$ cat src/hdl/pdss_pkg.sv
`default_nettype none

package pdss_pkg;

	// Field widths fixed by the item formats
	localparam int unsigned CHAN_W   = 4;
	localparam int unsigned SAMPLE_W = 12;
	localparam int unsigned ENTRY_W  = 6;
	localparam int unsigned SCALED_W = 10;
	localparam int unsigned HOLD_W   = 8;
	localparam int unsigned CFG_IDX_W  = 2;
	localparam int unsigned CFG_DATA_W = 12;

	// Scaling constants: value = stable * SCALE_MUL / 2**SCALE_SHIFT - SCALE_OFFSET
	localparam int unsigned SCALE_MUL_W  = 11;
	localparam int unsigned PRODUCT_W    = SAMPLE_W + SCALE_MUL_W;
	localparam int unsigned SCALE_SHIFT  = 12;
	localparam int unsigned QUOT_W       = PRODUCT_W - SCALE_SHIFT;
	localparam logic [SCALE_MUL_W-1:0] SCALE_MUL    = 11'd1100;
	localparam logic [QUOT_W-1:0]      SCALE_OFFSET = 11'd50;
	localparam logic [QUOT_W-1:0]      SCALE_LIMIT  = 11'd1000;

	// Register reset values
	localparam logic [SAMPLE_W-1:0] THRESHOLD_RESET = 12'd16;
	localparam logic [HOLD_W-1:0]   HOLD_RESET      = 8'd50;

	// Configuration register indexes
	typedef enum logic [CFG_IDX_W-1:0] {
		REG_THRESHOLD = 2'd0,
		REG_HOLD      = 2'd1
	} cfg_reg_t;

	// Input operation codes
	typedef enum logic {
		OP_SAMPLE = 1'b0,
		OP_ASSIGN = 1'b1
	} op_t;

	typedef struct packed {
		logic                operation;
		logic [CHAN_W-1:0]   channel;
		logic [SAMPLE_W-1:0] raw_sample;
		logic [ENTRY_W-1:0]  target_entry;
		logic                target_valid;
	} in_item_t;

	typedef struct packed {
		logic [CHAN_W-1:0]   out_channel;
		logic [SCALED_W-1:0] scaled_value;
		logic                update_valid;
		logic [ENTRY_W-1:0]  update_entry;
	} out_item_t;

	// Classified item passed from front to back through the queue
	typedef struct packed {
		op_t                 op;
		logic [CHAN_W-1:0]   channel;
		logic [SAMPLE_W-1:0] raw_sample;
		logic                bind_valid;
		logic [ENTRY_W-1:0]  bind_entry;
	} work_item_t;

	// Queue status seen by the front
	typedef struct packed {
		logic full;
		logic not_empty;
	} queue_stat_t;

	// Scale a stabilized sample and clamp to the output range
	function automatic logic [SCALED_W-1:0] scale_value(input logic [SAMPLE_W-1:0] stable);
		logic [PRODUCT_W-1:0] product;
		logic [QUOT_W-1:0]    quot;
		logic [QUOT_W-1:0]    shifted;
		logic [QUOT_W-1:0]    clamped;
		product = PRODUCT_W'(stable) * PRODUCT_W'(SCALE_MUL);
		quot    = product[PRODUCT_W-1:SCALE_SHIFT];
		if (quot < SCALE_OFFSET) begin
			shifted = '0;
		end else begin
			shifted = quot - SCALE_OFFSET;
		end
		clamped = (shifted > SCALE_LIMIT) ? SCALE_LIMIT : shifted;
		return clamped[SCALED_W-1:0];
	endfunction

endpackage

`default_nettype wire

$ cat src/hdl/pdss_front.sv
`default_nettype none

module pdss_front import pdss_pkg::*; #(
	parameter int unsigned NUM_CHANNELS = 16,
	parameter int unsigned NUM_ENTRIES  = 64
) (
	input  wire logic        in_valid,
	output logic             in_stall,
	input  wire in_item_t    in_item,
	input  wire queue_stat_t q_stat,
	output logic             push,
	output work_item_t       push_item
);

	localparam int unsigned CMP_CH_W = CHAN_W + 7;
	localparam int unsigned CMP_EN_W = ENTRY_W + 9;

	logic chan_ok;
	logic entry_ok;
	logic accept;

	// Stall only while the queue has no free slot
	assign in_stall = q_stat.full;
	assign accept   = in_valid && !q_stat.full;

	// Drop items for channels that do not exist
	assign chan_ok  = CMP_CH_W'(in_item.channel) < CMP_CH_W'(NUM_CHANNELS);
	assign entry_ok = CMP_EN_W'(in_item.target_entry) < CMP_EN_W'(NUM_ENTRIES);

	assign push = accept && chan_ok;

	// Classify: an out-of-range entry or a clear target acts as an unbind
	always_comb begin
		push_item.op         = op_t'(in_item.operation);
		push_item.channel    = in_item.channel;
		push_item.raw_sample = in_item.raw_sample;
		push_item.bind_valid = in_item.target_valid && entry_ok;
		push_item.bind_entry = push_item.bind_valid ? in_item.target_entry : '0;
	end

endmodule

`default_nettype wire

$ cat src/hdl/pdss_queue.sv
`default_nettype none

module pdss_queue import pdss_pkg::*; (
	input  wire logic       clk,
	input  wire logic       arst_n,
	input  wire logic       push,
	input  wire work_item_t push_item,
	input  wire logic       pop,
	output queue_stat_t     q_stat,
	output work_item_t      head_item
);

	localparam int unsigned DEPTH = 2;
	localparam int unsigned PTR_W = 1;
	localparam int unsigned CNT_W = 2;

	work_item_t         slot_q [DEPTH];
	logic [PTR_W-1:0]   wr_ptr_q;
	logic [PTR_W-1:0]   rd_ptr_q;
	logic [CNT_W-1:0]   count_q;
	logic               do_pop;

	assign q_stat.full      = (count_q == CNT_W'(DEPTH));
	assign q_stat.not_empty = (count_q != '0);
	assign head_item        = slot_q[rd_ptr_q];
	assign do_pop           = pop && q_stat.not_empty;

	// Advance pointers and count
	always_ff @(posedge clk or negedge arst_n) begin
		if (!arst_n) begin
			wr_ptr_q <= '0;
			rd_ptr_q <= '0;
			count_q  <= '0;
		end else begin
			if (push) begin
				wr_ptr_q <= wr_ptr_q + 1'b1;
			end
			if (do_pop) begin
				rd_ptr_q <= rd_ptr_q + 1'b1;
			end
			case ({push, do_pop})
				2'b10:   count_q <= count_q + 1'b1;
				2'b01:   count_q <= count_q - 1'b1;
				default: count_q <= count_q;
			endcase
		end
	end

	// Store the pushed item
	always_ff @(posedge clk) begin
		if (push) begin
			slot_q[wr_ptr_q] <= push_item;
		end
	end

endmodule

`default_nettype wire

$ cat src/hdl/pdss_back.sv
`default_nettype none

module pdss_back import pdss_pkg::*; #(
	parameter int unsigned NUM_CHANNELS = 16
) (
	input  wire logic                  clk,
	input  wire logic                  arst_n,
	input  wire logic                  cfg_valid,
	input  wire logic [CFG_IDX_W-1:0]  cfg_index,
	input  wire logic [CFG_DATA_W-1:0] cfg_data,
	input  wire logic                  head_valid,
	input  wire work_item_t            head_item,
	output logic                       pop,
	output logic                       out_valid,
	input  wire logic                  out_stall,
	output out_item_t                  out_item
);

	// Channel field is four bits, so at most sixteen slots are reachable
	localparam int unsigned NUM_SLOTS = (NUM_CHANNELS < 16) ? NUM_CHANNELS : 16;
	localparam int unsigned SLOT_W    = (NUM_SLOTS > 1) ? $clog2(NUM_SLOTS) : 1;

	logic [SAMPLE_W-1:0] threshold_q;
	logic [HOLD_W-1:0]   hold_ticks_q;

	logic [SAMPLE_W-1:0] stable_q   [NUM_SLOTS];
	logic [HOLD_W-1:0]   hold_q     [NUM_SLOTS];
	logic [SCALED_W-1:0] prev_q     [NUM_SLOTS];
	logic                changed_q  [NUM_SLOTS];
	logic [ENTRY_W-1:0]  entry_q    [NUM_SLOTS];
	logic                bound_q    [NUM_SLOTS];

	logic                out_valid_q;
	out_item_t           out_item_q;

	logic [SLOT_W-1:0]   idx;
	logic [SAMPLE_W-1:0] st_cur;
	logic [SAMPLE_W-1:0] diff;
	logic [HOLD_W-1:0]   hold_load;
	logic                hold_nz;
	logic [SAMPLE_W-1:0] st_next;
	logic [SCALED_W-1:0] scaled;
	logic                chg;
	logic                upd;
	logic [HOLD_W-1:0]   hold_next;
	out_item_t           res;

	// Take the head when the output register is free or drains this cycle
	assign pop       = head_valid && (!out_valid_q || !out_stall);
	assign out_valid = out_valid_q;
	assign out_item  = out_item_q;

	assign idx    = SLOT_W'(head_item.channel);
	assign st_cur = stable_q[idx];

	// Deadband check, hold counter, scaling and update decision
	always_comb begin
		diff      = (head_item.raw_sample > st_cur) ? (head_item.raw_sample - st_cur)
		                                            : (st_cur - head_item.raw_sample);
		hold_load = (diff > threshold_q) ? hold_ticks_q : hold_q[idx];
		hold_nz   = (hold_load != '0);
		st_next   = hold_nz ? head_item.raw_sample : st_cur;
		scaled    = scale_value(st_next);
		chg       = changed_q[idx] || (hold_nz && (scaled != prev_q[idx]));
		upd       = chg && bound_q[idx];
		hold_next = hold_nz ? (hold_load - 1'b1) : '0;

		res.out_channel = head_item.channel;
		if (head_item.op == OP_SAMPLE) begin
			res.scaled_value = scaled;
			res.update_valid = upd;
			res.update_entry = upd ? entry_q[idx] : '0;
		end else begin
			// Previous scaled value always equals the scaled stabilized value
			res.scaled_value = prev_q[idx];
			res.update_valid = 1'b0;
			res.update_entry = '0;
		end
	end

	// Hold configuration registers
	always_ff @(posedge clk or negedge arst_n) begin
		if (!arst_n) begin
			threshold_q  <= THRESHOLD_RESET;
			hold_ticks_q <= HOLD_RESET;
		end else if (cfg_valid) begin
			case (cfg_index)
				REG_THRESHOLD: threshold_q  <= cfg_data;
				REG_HOLD:      hold_ticks_q <= cfg_data[HOLD_W-1:0];
				default:       ;
			endcase
		end
	end

	// Update per-channel state
	always_ff @(posedge clk or negedge arst_n) begin
		if (!arst_n) begin
			for (int i = 0; i < NUM_SLOTS; i++) begin
				stable_q[i]  <= '0;
				hold_q[i]    <= '0;
				prev_q[i]    <= '0;
				changed_q[i] <= 1'b1;
				entry_q[i]   <= '0;
				bound_q[i]   <= 1'b0;
			end
		end else if (pop) begin
			if (head_item.op == OP_SAMPLE) begin
				stable_q[idx]  <= st_next;
				hold_q[idx]    <= hold_next;
				prev_q[idx]    <= scaled;
				changed_q[idx] <= chg && !upd;
			end else begin
				entry_q[idx]   <= head_item.bind_entry;
				bound_q[idx]   <= head_item.bind_valid;
				changed_q[idx] <= 1'b1;
			end
		end
	end

	// Output register: load on pop, drop when taken
	always_ff @(posedge clk or negedge arst_n) begin
		if (!arst_n) begin
			out_valid_q <= 1'b0;
		end else if (pop) begin
			out_valid_q <= 1'b1;
		end else if (!out_stall) begin
			out_valid_q <= 1'b0;
		end
	end

	always_ff @(posedge clk) begin
		if (pop) begin
			out_item_q <= res;
		end
	end

endmodule

`default_nettype wire

$ cat src/hdl/pot_deadband_stabilize_scale_unit.sv
// Channel  | Signals                                   | Direction | Accepted when
// ---------+-------------------------------------------+-----------+-------------------
// input    | in_valid, in_stall, in_item               | in        | in_valid & !in_stall
// result   | out_valid, out_stall, out_item            | out       | out_valid & !out_stall
// config   | cfg_valid, cfg_ready, cfg_index, cfg_data | in        | cfg_valid & cfg_ready
//
// One item per cycle unless the result side stalls; an accepted item goes to the queue,
// then to the output register. The back unit reads, updates and writes a channel's state
// in the cycle it pops the item, so consecutive items on the same channel need no spacing.
// Items for channels beyond NUM_CHANNELS are dropped and produce no result.
// Reset sets the state of every channel at once; no clearing pass is needed.
// in_stall rises only when the two-entry queue is full, i.e. after the result side stalls.
`default_nettype none

module pot_deadband_stabilize_scale_unit import pdss_pkg::*; #(
	parameter int unsigned NUM_CHANNELS = 16,
	parameter int unsigned NUM_ENTRIES  = 64
) (
	input  wire logic                  clk,
	input  wire logic                  arst_n,
	input  wire logic                  in_valid,
	output logic                       in_stall,
	input  wire in_item_t              in_item,
	output logic                       out_valid,
	input  wire logic                  out_stall,
	output out_item_t                  out_item,
	input  wire logic                  cfg_valid,
	output logic                       cfg_ready,
	input  wire logic [CFG_IDX_W-1:0]  cfg_index,
	input  wire logic [CFG_DATA_W-1:0] cfg_data
);

	queue_stat_t q_stat;
	logic        push;
	work_item_t  push_item;
	logic        pop;
	work_item_t  head_item;

	assign cfg_ready = 1'b1;

	pdss_front #(
		.NUM_CHANNELS(NUM_CHANNELS),
		.NUM_ENTRIES (NUM_ENTRIES)
	) u_front (
		.in_valid (in_valid),
		.in_stall (in_stall),
		.in_item  (in_item),
		.q_stat   (q_stat),
		.push     (push),
		.push_item(push_item)
	);

	pdss_queue u_queue (
		.clk      (clk),
		.arst_n   (arst_n),
		.push     (push),
		.push_item(push_item),
		.pop      (pop),
		.q_stat   (q_stat),
		.head_item(head_item)
	);

	pdss_back #(
		.NUM_CHANNELS(NUM_CHANNELS)
	) u_back (
		.clk       (clk),
		.arst_n    (arst_n),
		.cfg_valid (cfg_valid && cfg_ready),
		.cfg_index (cfg_index),
		.cfg_data  (cfg_data),
		.head_valid(q_stat.not_empty),
		.head_item (head_item),
		.pop       (pop),
		.out_valid (out_valid),
		.out_stall (out_stall),
		.out_item  (out_item)
	);

endmodule

`default_nettype wire

$ cat config.mk
export PLATFORM = sky130hd
export DESIGN_NAME = pot_deadband_stabilize_scale_unit
export DESIGN_NICKNAME = d
export VERILOG_FILES = /design/src/hdl/pdss_pkg.sv /design/src/hdl/pdss_front.sv /design/src/hdl/pdss_queue.sv /design/src/hdl/pdss_back.sv /design/src/hdl/pot_deadband_stabilize_scale_unit.sv
export SDC_FILE = /design/constraint.sdc
export NUM_CORES = 1
export LEC_CHECK = 0
export BUFFER_PORTS_ARGS = -buffer_cell sky130_fd_sc_hd__buf_4
export CAP_MARGIN = 20
export CORE_MARGIN = 2
export CORE_UTILIZATION = 34
export CTS_CLUSTER_SIZE = 10
export DETAILED_ROUTE_END_ITERATION = 12
export PLACE_DENSITY = 0.53
export SLEW_MARGIN = 15
export SYNTH_ARGS = -nofsm -noshare
export SYNTH_HDL_FRONTEND = slang
export SYNTH_SLANG_ARGS = --single-unit
$ cat constraint.sdc
create_clock -name clk -period 48.9 [get_ports clk]
set_input_delay 7.335 -clock clk [delete_from_list [all_inputs] [get_ports clk]]
set_output_delay 7.335 -clock clk [all_outputs]
set_load 0.05 [all_outputs]
Word-level counts from Yosys, hierarchy flattened. Memories as Yosys holds them, arrays and structs flattened. Cells that the tools add are included.

Memories kept: 1. RAM bits: 48. Input bits: 43. Register bits: 654. Output and inout bits: 24.

Equality and inequality tests: 6. $mul: 1. Bitwise gates (word level): 4. Mux-type cells: 49. Magnitude comparators: 6. $add $sub $neg: 8. Reductions and logical operators: 22.

Memory list: u_queue.slot_q (words 2, bits a word 24, rd ports 1, clocked after Yosys merged registers in 0, write ports 1, RTL line pdss_queue.sv:17) `work_item_t slot_q [DEPTH];`.

Operators by type and width (count): $bwmux W192 (1); $bwmux W160 (1); $bwmux W128 (1); $bwmux W96 (1); $mux W12 (5); $bmux W12 S4 (1); $demux W12 S4 (1); $bmux W10 S4 (1); $demux W10 S4 (1); $mux W10 (4); $mux W8 (5); $bmux W8 S4 (1); $bwmux W16 (2); $demux W8 S4 (1); $mux W6 (5); $bmux W6 S4 (1); $demux W6 S4 (1); $gt A12 B12 Y1 (2); $sub A12 B12 Y12 (2); $mul A12 B9 Y21 const B (1); $mux W17 (1); $mux W16 (1); $or A16 B16 Y16 (1); $gt A11 B10 Y1 const B (1); other kinds (27) (54).

Logic depth before layout (Yosys ltp). An unclocked memory read counts as a cell.

Depth in word-level cells: 24. Mapped depth: 80. Depth with buffers taken out: 66.

By module. Synthesis repeated with hierarchy kept, for this count alone.

Cell total of the unflattened synthesis: 3155. Area total of the unflattened synthesis: 35053.6 um^2.

Modules (own cells, without submodules): pdss_back (sequential area each 16395.7 um^2, area each 32839.0 um^2, times used 1, cells each 3035); pdss_queue (sequential area each 1541.5 um^2, area each 2016.9 um^2, times used 1, cells each 92); pdss_front (sequential area each 0.0 um^2, area each 186.4 um^2, times used 1, cells each 26); pot_deadband_stabilize_scale_unit (sequential area each 0.0 um^2, area each 11.3 um^2, times used 1, cells each 2).

Worst setup path after synthesis. No wires, ideal clock.

Path type: register -> register. From: reg u_queue.rd_ptr_q. To: reg u_back.out_item_q, in the netlist u_back.out_item[0], data pin. Stages on the path, launching flop included: 79. Clock period less this slack: 16.703 ns. Path buffers: 16. Setup slack: 32.197 ns. Arrival time: 16.500 ns. Required time: 48.697 ns. Path through: dfrtp_1 buf_6 mux2i_4 inv_4 buf_6 buf_2 buf_2 buf_2 buf_2 buf_2 buf_1 mux4_2 nand2_1 and3_1 a31oi_1 inv_1 ha_1 a21oi_1 (+43 left out) nor3_1 a211oi_1 nand3_1 ha_1 nand2_1 nor3_1 o21ai_0 o31a_1 a21oi_1 o41a_1 or4_4 o311a_1 nand2b_1 buf_2 a22oi_2 and2_0 buf_2 a2111oi_1.

Longest elaborated chain between the ends: 22. Elaborated cells on any way between the ends: 40.

Ends and longest elaborated chain: from (decl) (RTL line pdss_queue.sv:19) `logic [PTR_W-1:0] rd_ptr_q;`; from (signal assigned) (RTL line pdss_queue.sv:39) `rd_ptr_q <= rd_ptr_q + 1'b1;`; $mem_v2 Z2 W24 (*); $not A4 Y5 (implied by the code) (RTL line pdss_back.sv:54, pdss_back.sv:60); $bmux W12 S4 (RTL line pdss_back.sv:54) `assign st_cur = stable_q[idx];`; $mux W12 (implied by the code) (2 in a row) (RTL line pdss_back.sv:54); $sub A12 B12 Y12, or another cell as far along (RTL line pdss_back.sv:59) `: (st_cur - head_item.raw_sample);`; $mux W12 (RTL line pdss_back.sv:58) `diff = (head_item.raw_sample > st_cur) ? (head_item.raw_sample - st_cur)`; $gt A12 B12 Y1 (RTL line pdss_back.sv:60) `hold_load = (diff > threshold_q) ? hold_ticks_q : hold_q[idx];`; $mux W8 (RTL line pdss_back.sv:60); (+2 left out); via u_back.st_next[1] (RTL line pdss_back.sv:41) `logic [SAMPLE_W-1:0] st_next;`; (+3 left out); $gt A11 B10 Y1 (RTL line pdss_pkg.sv:82) `clamped = (shifted > SCALE_LIMIT) ? SCALE_LIMIT : shifted;`; $mux W10 (*) (RTL line pdss_pkg.sv:82); $ne A10 B10 Y1 (*) (RTL line pdss_back.sv:64) `chg = changed_q[idx] || (hold_nz && (scaled != prev_q[idx]));`; $logic_and A1 B1 Y1 (*) (RTL line pdss_back.sv:64); $logic_or A1 B1 Y1 (*) (RTL line pdss_back.sv:64); $logic_and A1 B1 Y1 (*) (RTL line pdss_back.sv:65) `upd = chg && bound_q[idx];`; $not A1 Y1 (no source line) (*); $reduce_or A2 Y1 (no source line) (*); to (signal assigned) (RTL line pdss_back.sv:133) `out_item_q <= res;`; to (decl) (RTL line pdss_back.sv:34) `out_item_t out_item_q;`.

Mark *: on every way through the listed nets, which the timed path passes. The rest lies on a longest branch. The select of a mux whose other input is x is not followed. A chain may end at the register's enable or synchronous reset.

Worst setup path after layout.
From: reg u_queue.rd_ptr_q. To: reg u_back.out_item_q, in the netlist u_back.out_item[5], data pin.

The elaborated chain is that of the path after synthesis.

==> results.cfg <==
[status]
status = finished, final reports clean

[worst_setup_path]
worst_path_largest_cell_delay_ns = 0.71
startpoint_type = register
arrival_ns = 19.36
worstReg2RegStart = u_queue.rd_ptr_q
cpMaxStageDelayCell = o221ai_1
criticalPathCategory = reg2reg
cp_max_fo = 70
cp.required_ns = 49.30
startpoint = u_queue.rd_ptr_q
worstRegToRegCells = 67
critPathCaptureType = register
worst_path_most_repeated_cell = a21oi_1

[clock_tree]
numCtsBuffers = 82
cts_setup_buffers = 0
clk_latency_ns = 0.64
cts_tree = yes
cts.clk_slew.worst_paths_ns = 0.06
cts.sinks = 702
root_buffer = clkbuf_16
htreeDepth = 3
cts.path.max_buffers = 3
cts_resized = 0
holdBufCountCts = 0

[logic_synthesis]
synth-edff-count = 69
netlist_area_um2 = 34700
ys_ff_latch = 702
synth_cell_types = 90
synth_top_area_share_pct = 44.2
ys_seq_area_share_pct = 51.7
synth.avg_cell_area_um2 = 10.4
synth_area_leaders = dfrtp_1 (44%), mux4_2 (9.1%), nand2_1 (7.5%)
ys.flop_type = dfrtp_1
synthesis.nets = 3478
postSynthCellCount = 3330
synth_top_area_cell = dfrtp_1
async_reset_ff_share_pct = 90.2
yosys_warnings = 0

[route]
dr_wl_met2_um = 49300
drc_errors = 0
wirelength_um = 102000
vias = 24915
first_pass_iters = 5
wl_met1_um = 45600
drtIter0Drc = 1795
top_layer_used = met4
avgViaCountPerCell = 5.29
drtAntennaViolNets = 0
wl_per_cell_um = 21.7
wl_met3_um = 4020

[grt]
grt_usage_pct = 19.7
grt_max_degree = 169
grt.overflow.total = 0
grt_pass1_wl_um = 157000
first_global_vias = 24965
antenna_found_initial = 0

[sta]
fin_crit_ns = 18.96
hold_viol_final = 0
rsz0062_at_grt = false
holdWs_ns = 0.470
slew_headroom_pct = 26.3
tightest_slew_ns = 1.10
fin_ws_ns = 29.94
tns_ns = 0
drv_slew = 0
finalSetupViolCount = 0
clock.fmax_mhz = 52.7
min_period_over_period_pct = 38.8
clock-skew-final_ns = 0.0265

[cells_and_area]
final_common_cell = nand2_1
area_delta_synth_final_pct = 12.3
final_cell_area_um2 = 39000
fin_nets = 3445
mostFrequentLayoutCells = nand2_1 (680), dfrtp_1 (612), o21ai_0 (451)
drive_gt1_share_pct = 14.7
antennaDiodeCount = 0

[die]
initial_core_util_pct = 34.2
std_cell_rows = 117
die_area_um2 = 105000
pin_count = 67
dieHeight_um = 324
fp.dieW_um = 324
core_area_um2 = 101000

[placed_design]
portBuffers = 65
placed_area_um2 = 36600
place_ws_ns = 29.87
gp_congestion = 0.867
hpwl_um = 63000

[worst_hold_path]
hp-start = u_back.hold_q[3]
holdPathStages = 2
hp-class = reg2reg

[run]
cap_violations = 0
## path summary, 6_finish.rpt
check	to	slack, ns
hold / removal	u_back.hold_q[3]	0.47
setup / recovery	u_back.out_item[5]	29.94
hold reg to reg	u_back.hold_q[3]	0.47
min in group asynchronous	u_back.prev_q[19]	6.72
max in group asynchronous	u_queue.rd_ptr_q	39.84
setup reg to reg	u_back.out_item[5]	29.94
## per-stage QoR
stage                     instances  utilization, %
after CTS                      4708            38.4
after global placement         4578            36.1
after floorplan                3330               -
after detailed placement       4579            36.1
final                          4710            38.4
after global routing           4710            38.4
## critical path: cells and delay by family, from the launching register on
kind	cells	cell delay (ns)
adder cells (fa/ha/maj)	9	3.43
AO/OA/AOI/OAI	29	6.65
flip-flops	1	0.69
AND/OR/NAND/NOR	17	4.43
buffers and inverters	10	2.90
multiplexers	2	0.48
## per-layer routing
layer | GRT usage [%] | up-vias
li1 | - | 11735
met1 | 26.7 | 12541
met4 | 6.65 | 0
met2 | 32.7 | 499
met3 | 2.32 | 140
met5 | 0 | -
## synthesized netlist by cell type, types with 15 or more instances
master and number:
nand3_1 16, a21o_1 16, a31oi_1 24, nor2_1 158, ha_1 90, nand2b_1 16, o31ai_1 64, mux4_2 140
fa_1 15, o21ai_0 455, dfstp_2 20, inv_1 86, o22a_1 17, mux2i_1 30, clkbuf_1 217, xnor2_1 21
buf_1 19, edfxtp_1 69, nor3_1 31, a21oi_1 159, and3_1 25, nand4_1 16, mux2_2 37, dfrtp_1 613
nand2_1 696, buf_2 20
## final cells by class
| cell class | instances | area (µm²) |
|---|---|---|
| timing repair buffer | 146 | 1120 |
| clock buffer | 124 | 2290 |
| multi-input combinational | 2276 | 15500 |
| clock inverter | 5 | 37.5 |
| fill | 10050 | 62500 |
| sequential | 702 | 17900 |
| inverter | 89 | 352 |
| tap | 1368 | 1710 |
## cells by family (layout without fill, tap and decap cells)
family	Yosys count	in the layout	synth area share, %
AOI/OAI and AO/OA	900	900	15.5
xor gates and xnor gates	35	35	0.905
adders and majority gates	105	105	4.11
buffers and inverters	352	364	3.99
DFF	702	702	51.7
muxes	209	209	11.3
other	1	1	0.0108
and+or+nand+nor	1026	1026	12.5
## flip-flops by register name, summed over array words and instances (netlist names), 16 cells and up
signal	flops
u_back.entry_q	96
u_back.hold_q	128
u_back.changed_q	16
u_back.bound_q	16
u_queue.slot_q	48
u_back.stable_q	192
u_back.out_item	21
u_back.prev_q	160
Power is not shown: default switching activity piles up to over one toggle a cycle in this logic, so the estimate is an artifact.
